--- src/sv/swm_pkg.sv ---
// Shared types and constants for the sliding window median filter.
package swm_pkg;

  localparam int MAX_WIN = 64;
  localparam int DATA_W  = 32;
  localparam int IDX_W   = $clog2(MAX_WIN);
  localparam int CNT_W   = IDX_W + 1;

  localparam logic [CNT_W-1:0] WIN_RESET = CNT_W'(3);
  localparam logic [CNT_W-1:0] WIN_MAX   = CNT_W'(MAX_WIN);

  typedef logic signed [DATA_W-1:0] word_t;
  typedef word_t [MAX_WIN-1:0]      word_row_t;

  // Contents of one sorting cell as seen by its neighbors
  typedef struct packed {
    logic             vld;
    logic             le;    // value sorts at or below the incoming word
    logic [IDX_W-1:0] age;   // 0 = newest word in the window
    word_t            val;
  } cell_t;

  // Broadcast controls shared by every cell of the row
  typedef struct packed {
    logic             accept;  // input word taken this cycle
    logic             clr;     // restart: treat the row as empty
    logic             flush;   // window length write: empty the row
    logic             evict;   // window full, oldest word leaves
    logic [IDX_W-1:0] w_m1;    // window length minus one
    word_t            v;       // incoming word
    word_t            r;       // value of the word being evicted
  } ctl_t;

  // Left boundary of the row: the incoming word lands at cell 0 if nothing
  // sorts below it
  localparam cell_t HEAD = '{vld: 1'b1, le: 1'b1, age: '0, val: '0};

endpackage

--- src/sv/swm_cell.sv ---
// One cell of the sorted row: holds one window word and its age.
module swm_cell
  import swm_pkg::*;
(
  input  logic  clk,
  input  logic  rst_n,
  input  ctl_t  ctl,
  input  cell_t left_post,   // left neighbor after eviction
  input  cell_t right_raw,   // right neighbor before eviction
  output cell_t raw,
  output cell_t post,
  output word_t evict_val    // own value if this cell is evicted, else zero
);

  logic             vld_r, vld_nxt;
  logic [IDX_W-1:0] age_r, age_nxt;
  word_t            val_r, val_nxt;
  logic             ge;
  logic             rm;

  // Current contents, masked by restart
  always_comb begin
    raw.vld = vld_r & ~ctl.clr;
    raw.age = age_r;
    raw.val = val_r;
    raw.le  = raw.vld & ($signed(val_r) <= $signed(ctl.v));
  end

  // Eviction: the oldest word sorts first among its equals, so every cell
  // at or after it holds a value at or above the evicted one
  always_comb begin
    ge        = ctl.evict & raw.vld & ($signed(val_r) >= $signed(ctl.r));
    rm        = ctl.evict & raw.vld & (age_r == ctl.w_m1);
    evict_val = rm ? val_r : '0;
    post      = ge ? right_raw : raw;
  end

  // Insertion: keep own word, take the incoming word, or shift from the left
  always_comb begin
    if (post.le) begin
      vld_nxt = post.vld;
      age_nxt = post.age + IDX_W'(1);
      val_nxt = post.val;
    end else if (left_post.le) begin
      vld_nxt = 1'b1;
      age_nxt = '0;
      val_nxt = ctl.v;
    end else begin
      vld_nxt = left_post.vld;
      age_nxt = left_post.age + IDX_W'(1);
      val_nxt = left_post.val;
    end
  end

  // Cell registers
  always_ff @(posedge clk) begin
    if (!rst_n) begin
      vld_r <= 1'b0;
    end else if (ctl.flush) begin
      vld_r <= 1'b0;
    end else if (ctl.accept) begin
      vld_r <= vld_nxt;
    end
  end

  always_ff @(posedge clk) begin
    if (ctl.accept) begin
      age_r <= age_nxt;
      val_r <= val_nxt;
    end
  end

endmodule

--- config.mk ---
export PLATFORM = sky130hd
export DESIGN_NAME = swm_cell
export DESIGN_NICKNAME = d
export VERILOG_FILES = /design/src/sv/swm_pkg.sv /design/src/sv/swm_cell.sv
export SDC_FILE = /design/constraint.sdc
export NUM_CORES = 1
export LEC_CHECK = 0
export ABC_AREA = 1
export BUFFER_PORTS_ARGS = -buffer_cell sky130_fd_sc_hd__clkbuf_2
export CORE_MARGIN = 2
export CORE_UTILIZATION = 40
export CTS_BUF_LIST = sky130_fd_sc_hd__clkbuf_16
export DETAILED_ROUTE_END_ITERATION = 7
export GPL_TIMING_DRIVEN = 0
export HOLD_SLACK_MARGIN = 0.06
export PLACE_DENSITY = 0.73
export SYNTH_ARGS = -nofsm -noshare
export SYNTH_HDL_FRONTEND = slang
export SYNTH_SLANG_ARGS = --single-unit
--- constraint.sdc ---
create_clock -name clk -period 5.4 [get_ports clk]
set_clock_uncertainty 0.2 [all_clocks]
set_input_delay 0.81 -clock clk [delete_from_list [all_inputs] [get_ports clk]]
set_output_delay 0.81 -clock clk [all_outputs]
set_load 0.05 [all_outputs]
==> results of run 1 <==
## cells by family (layout without fill, tap and decap cells)
group,after synthesis,count (layout)
flops,39,39
fa+ha+maj,66,66
simple gates,293,293
compound gates,150,150
buf+inv,152,426
xor+xnor,4,4
## metal layers
metal	vias up	track usage
li1	2822	-
met1	2450	0.295
met2	174	0.443
met3	4	0.0298
met4	0	0.0293
met5	-	0
## cells in the final DEF, fill, tap and decap left out, drive strengths merged
master and n:
a31oi 1, nand3 25, a21oi 32, inv 128, o21a 3, nand2 192, xnor2 4, edfxtp 38
o22ai 1, o21bai 1, o21ai 108, a21o 1, buf 13, clkbuf 284, nor2 62, nand4 7
ha 66, o211ai 1, a221oi 1, o31ai 1, or2 4, nor3 3, clkinv 1, dfxtp 1
## power by group through the flow
stage | combinational, W | clock (W) | sequential, W
after floorplan | 0.000306 | 0 | 0.000467
after global placement | 0.000539 | 0 | 0.000399
after detailed placement | 0.000546 | 0 | 0.000399
after CTS | 0.000548 | 0.000296 | 0.000392
after global routing | 0.000600 | 0.000303 | 0.000396
final | 0.000545 | 0.000289 | 0.000393
## sequential cells by signal, indices dropped and copies added, names as in the netlist
register,count
age_r,6
val_r,32
vld_r,1
## worst paths after layout
path,cells past startpoint,to
hold reg to reg,3,vld_r
setup reg to reg,15,val_r[8]
setup / recovery,17,post[38]
hold / removal,3,vld_r
## final cells by class
class,count,area (um^2)
repair buffers,266,1330
clock inverters,3,12.5
fillers,1262,5430
flip-flops and latches,39,1160
clock buffers,5,125
multi-input cells,513,3010
inverters,126,478
plain buffers,26,185
well taps,147,184
## through the flow
step / setup slack, ns / cell area, um^2
2_1_floorplan: 0.948 / 4830
3_3_place_gp: 1.02 / 6350
3_5_place_dp: 0.989 / 6350
4_1_cts: 0.984 / 6480
5_1_grt: 0.771 / 6480
6_report: 1.04 / 6480
## tightest hold or removal path, delay by kind of cell, from the launching register on
kind	cells	cell delay (ns)
AO/OA/AOI/OAI	1	0.05
buffers and inverters	1	0.06
flip-flops	1	0.30
AND/OR/NAND/NOR	1	0.10
==> results.py, run 1 <==
metrics = {
    "drt": {
        "post_route_m1_wl_mm": 6.91,
        "wl_per_cell_um": 14.1,
        "detailroute.wirelength.met3_um": 872,
        "wl_met2_mm": 7.97,
        "vias_per_cell": 4.84,
        "top_layer": "met4",
        "first_pass_iters": 4,
        "post-route-drc-count": 0,
        "totalWireLength_mm": 15.8,
        "num_vias": 5450,
        "route.antenna.remaining_nets": 0,
        "dr.first_iter.drc_count": 238,
    },
    "critical_path": {
        "worst_path_max_delay_cell": "nor3_1",
        "timing.critical_path.from": "ctl[55]",
        "crit_path_cell_trace": "clkbuf_2, inv_1, ha_1, nand2_1, nor2_1, nand4_1, nor3_1, nand2_1, nand2_1, nand2_1, nand3_1, nand2_1, nand2_1, o21ai_4, inv_2, buf_2, clkbuf_2",
        "worst_path_dominant_cell_family": "simple AND/OR/NAND/NOR gates",
        "critical_path.n_buffers_inverters": 5,
        "timing.setup.critical_path_class": "input pin to output pin",
        "worstReg2RegStart": "val_r[31]",
        "critPathCaptureType": "output pin",
        "worstPathArrival_ns": 3.35,
        "cp.required_ns": 4.39,
        "crit_fanout": 10,
        "critical-path-max-stage-delay_ns": 0.36,
        "rrSetupSlack_ns": 2.01,
        "startpoint_type_of_the_worst_setup_path": "input pin",
        "crit_top_cell": "nand2_1",
    },
    "clock_network": {
        "htreeDepth": 2,
        "cts.clk_slew.worst_paths_ns": 0.06,
        "clk_root_buffer_cell": "clkbuf_16",
        "tritoncts_num_sinks": 39,
        "cts_buffers": 5,
        "ctsHoldBuffers": 0,
        "clock_latency_late_sink_ns": 0.28,
        "ctsLongestPathBuffers": 2,
        "post_cts_resize_count": 0,
        "cts_setup_buffers": 0,
        "cts_tree": "built",
    },
    "floorplan": {
        "placement_rows": 40,
        "floorplan.die.height_um": 114,
        "core_area_mm2": 0.0119,
        "die_x_um": 114,
        "fp.dieArea_mm2": 0.0130,
        "top_level_ports": 268,
        "initial_core_util": 0.406,
    },
    "sta": {
        "timing.final.crit_share": 0.808,
        "worst_slew_margin_relative_to_its_limit": 0.261,
        "post-route-min-period_ns": 4.36,
        "report.final.setup_viol": 0,
        "hold_viol": 0,
        "rsz0062_at_grt": "false",
        "worst_slew_pin_slew_ns": 1.11,
        "worst_hold_slack_ns": 0.343,
        "setup_total_negative_slack_ns": 0,
        "report.final.slew_viol_count": 0,
        "max_freq_ghz": 0.229,
    },
    "finish": {
        "num-nets-final": 1199,
        "final_cells": 1125,
        "finish.utilization": 0.544,
        "growth_of_design_area_from_synthesis_to_finish_pct": 34.2,
        "diodes": 0,
        "drive_gt1_frac": 0.356,
    },
    "power_and_ir_drop": {
        "cell_internal_pwr_w": 0.000707,
        "worst_ir_drop_on_vdd_mv": 0.119,
        "power.share.sequential": 0.320,
        "p_sw_frac": 0.424,
        "total_power_w": 0.00123,
        "p_clk_frac": 0.235,
        "power-per-cell-area_mw_per_mm2": 189,
        "p_switching_w": 0.000520,
        "combPwrFrac": 0.444,
        "power.static_leakage_nw": 3.68,
    },
    "synth": {
        "ys_async_sr_fraction": 0,
        "synth-edff-count": 38,
        "ys_ff_latch": 39,
        "synthXorXnorAreaFrac": 0.00725,
        "post_synth_instance_area_mm2": 0.00483,
        "synth_most_common_cell": "nand2_1",
        "synthesis.instances": 704,
        "synth-main-ff-cell": "edfxtp_1",
        "ys.warnings.count": 0,
        "yosys.area.top_type": "edfxtp_1",
        "syn-num-nets": 926,
        "muxShareOfSynthArea": 0,
        "synth_sequential_area_ratio": 0.240,
        "synth.avg_cell_area_um2": 6.86,
        "synth.lib_cells_used.distinct": 36,
        "synthSimpleGateAreaFrac": 0.257,
        "yosysTopAreaCellShare": 0.236,
        "yosys-top-cells-count": "170 x nand2_1, 124 x inv_1, 66 x ha_1",
        "post_synth_main_area_contributors": "edfxtp_1 24%, ha_1 17%, nand2_1 13%",
        "largest_family_of_logic_cells_by_synthesized_area": "simple AND/OR/NAND/NOR gates",
        "synth_compound_gate_area_share": 0.188,
        "synth_fa_ha_area_frac": 0.171,
    },
    "placement": {
        "dpl.hpwl_mm": 13.1,
        "gp_congestion": 0.887,
        "placement.io_buffers": 266,
        "place.detailed.instances": 1117,
    },
    "global_route": {
        "first_global_vias": 5066,
        "grt_remaining_overflow": 0,
        "grt_usage": 0.235,
        "antenna_found_initial": 0,
        "pin_count_of_the_biggest_net_entering_global_routing": 41,
        "grt_first_pass_wirelength_mm": 24.4,
    },
    "flow_run": {
        "cap_viol_max_count": 0,
    },
    "worst_hold_path": {
        "hp-start": "vld_r",
        "min-delay-path-class": "flop to flop",
    },
    "outcome": {
        "status": "completed",
    },
}
Note: power is estimated with default switching activity, not from simulation.
==> run 2: changes to the inputs <==
Settings changed: PLACE_DENSITY 0.73 to 0.76.
Clock period 5.4 ns to 3.8 ns, I/O delays scaled along.
==> run 2 against run 1 <==
  * Non-clock buffer count rose by 23
  * First-iteration DRC count rose by 5.9%
  * Clock power rose by 43%
  * Sequential power rose by 41%
  * Sequential cell count did not move
  * Critical path depth fell by 2
  * Highest routed layer unchanged
  * Via count rose by 2.8%
  * Critical endpoint is now post[19]
  * Clock-buffer cell count did not move
  * Sequential share of layout area fell by 1.2 points
  * Power rose by 49%
==> results.py, run 2 (synthesis results as in run 1) <==
metrics = {
    "outcome": {
        "status": "completed",
    },
    "floorplan": {
        "fp.dieArea_mm2": 0.0130,
        "placement_rows": 40,
        "die_x_um": 114,
        "floorplan.die.height_um": 114,
        "top_level_ports": 268,
        "core_area_mm2": 0.0119,
        "initial_core_util": 0.406,
    },
    "worst_hold_path": {
        "min-delay-path-class": "input pin to flop",
    },
    "sta": {
        "worst_slew_margin_relative_to_its_limit": 0.258,
        "report.final.setup_viol": 0,
        "fin_ws_ns": 0.147,
        "timing.final.crit_share": 0.961,
        "hold_viol": 0,
        "worst_slew_pin_slew_ns": 1.11,
        "post-route-min-period_ns": 3.65,
        "rsz0062_at_grt": "true",
        "max_freq_ghz": 0.274,
        "report.final.slew_viol_count": 0,
    },
    "finish": {
        "num-nets-final": 1222,
        "growth_of_design_area_from_synthesis_to_finish_pct": 43.6,
        "final_cells": 1148,
        "flip_flop_count_of_the_largest_register_after_layout": 32,
        "diodes": 0,
        "layout_commonest_cell": "clkbuf_2",
        "final_cell_mix": "233 x clkbuf_2, 169 x nand2_1, 125 x inv_1",
        "largest_register": "val_r",
        "registers_with_the_most_flip_flops": "val_r (32), age_r (6), vld_r (1)",
        "drive_gt1_frac": 0.383,
        "nFillCells": 1162,
    },
    "clock_network": {
        "cts_tree": "built",
        "clk_root_buffer_cell": "clkbuf_16",
        "ctsLongestPathBuffers": 2,
        "tritoncts_num_sinks": 39,
        "clock_latency_late_sink_ns": 0.28,
        "ctsHoldBuffers": 0,
        "htreeDepth": 2,
        "cts_buffers": 5,
        "cts.clk_slew.worst_paths_ns": 0.06,
    },
    "power_and_ir_drop": {
        "combPwrFrac": 0.470,
        "p_sw_frac": 0.419,
        "p_switching_w": 0.000765,
        "worst_ir_drop_on_vdd_mv": 0.172,
        "power.static_leakage_nw": 3.86,
        "power.share.sequential": 0.304,
        "power-per-cell-area_mw_per_mm2": 263,
        "p_clk_frac": 0.226,
        "cell_internal_pwr_w": 0.00106,
        "total_power_w": 0.00183,
    },
    "critical_path": {
        "cp.required_ns": 3.03,
        "critPathCaptureType": "output pin",
        "timing.setup.critical_path_class": "flop to output pin",
        "worstPathArrival_ns": 2.88,
        "startpoint_type_of_the_worst_setup_path": "flop",
        "crit_fanout": 10,
    },
    "drt": {
        "num_vias": 5600,
        "totalWireLength_mm": 16.8,
        "first_pass_iters": 5,
        "wl_per_cell_um": 14.7,
        "route.antenna.remaining_nets": 0,
        "vias_per_cell": 4.88,
        "dr.first_iter.drc_count": 252,
        "post-route-drc-count": 0,
    },
    "global_route": {
        "first_global_vias": 5169,
        "grt_usage": 0.243,
        "pin_count_of_the_biggest_net_entering_global_routing": 41,
        "grt_remaining_overflow": 0,
        "antenna_found_initial": 0,
        "grt_first_pass_wirelength_mm": 25.0,
    },
    "placement": {
        "placement.io_buffers": 266,
        "dpl.hpwl_mm": 13.3,
        "place.detailed.instances": 1117,
        "gp_congestion": 0.852,
        "detailedPlace.worstSlack_ns": -0.0856,
    },
    "flow_run": {
        "cap_viol_max_count": 0,
    },
}
## run 2: metrics by stage
stage,TNS (ns),util,hold slack [ns],area (um^2)
finish,0,0.582,0.302,6940
global route,-0.108,0.582,0.312,6940
CTS,0,0.554,0.300,6600
detailed placement,-0.0856,0.533,0.362,6350
global placement,-0.0470,0.533,0.346,6350
floorplan,0,-,0.330,4830
## run 2: critical path, stage by stage, from the launching register on
cell and delay, ns:
edfxtp_1 0.47, ha_4 0.31, nand2_1 0.08, nor2_2 0.11
nand4_1 0.15, nor2_2 0.17, nand2_1 0.08, nand2_1 0.06
nand2_1 0.08, nand3_4 0.11, nand2_4 0.08, buf_12 0.17
inv_6 0.07, buf_2 0.35, o21ai_2 0.14, buf_8 0.17
## run 2: repair_timing
action / CTS / global route
buffers inserted: 0 / 24
setup endpoints to repair: 23 / 62
gates resized for setup: 34 / 71
pin swaps: 0 / 6
## run 2: power groups by stage
| stage | combinational [W] | sequential (W) | clock (W) |
|---|---|---|---|
| 2_1_floorplan | 0.000435 | 0.000664 | 0 |
| 3_3_place_gp | 0.000767 | 0.000566 | 0 |
| 3_5_place_dp | 0.000777 | 0.000567 | 0 |
| 4_1_cts | 0.000800 | 0.000558 | 0.000421 |
| 5_1_grt | 0.000939 | 0.000559 | 0.000435 |
| 6_report | 0.000859 | 0.000555 | 0.000412 |
## run 2: area by class of cell
type / instances / area [um^2] / share of cell area
Tap cell: 147 / 184 / 0.0265
Sequential cell: 39 / 1160 / 0.167
Buffer: 25 / 193 / 0.0278
Clock inverter: 3 / 11.3 / 0.00162
Timing Repair Buffer: 290 / 1680 / 0.242
Inverter: 126 / 483 / 0.0696
Multi-Input combinational cell: 513 / 3100 / 0.447
Clock buffer: 5 / 125 / 0.0180
## run 2: routing by layer
metal	track usage	part of all wire	vias to the layer above
met3	0.0340	0.060	20
met2	0.443	0.50	216
met4	0.0561	0.016	0
met1	0.304	0.42	2485
li1	-	-	2879
met5	0	0	-
## run 2: final timing paths
check / start / slack [ns] / end / cells after the start
min reg2reg: vld_r / 0.38 / vld_r / 3
min: rst_n / 0.30 / vld_r / 3
max reg2reg: val_r[23] / 0.42 / val_r[13] / 16
max: val_r[23] / 0.15 / post[19] / 15
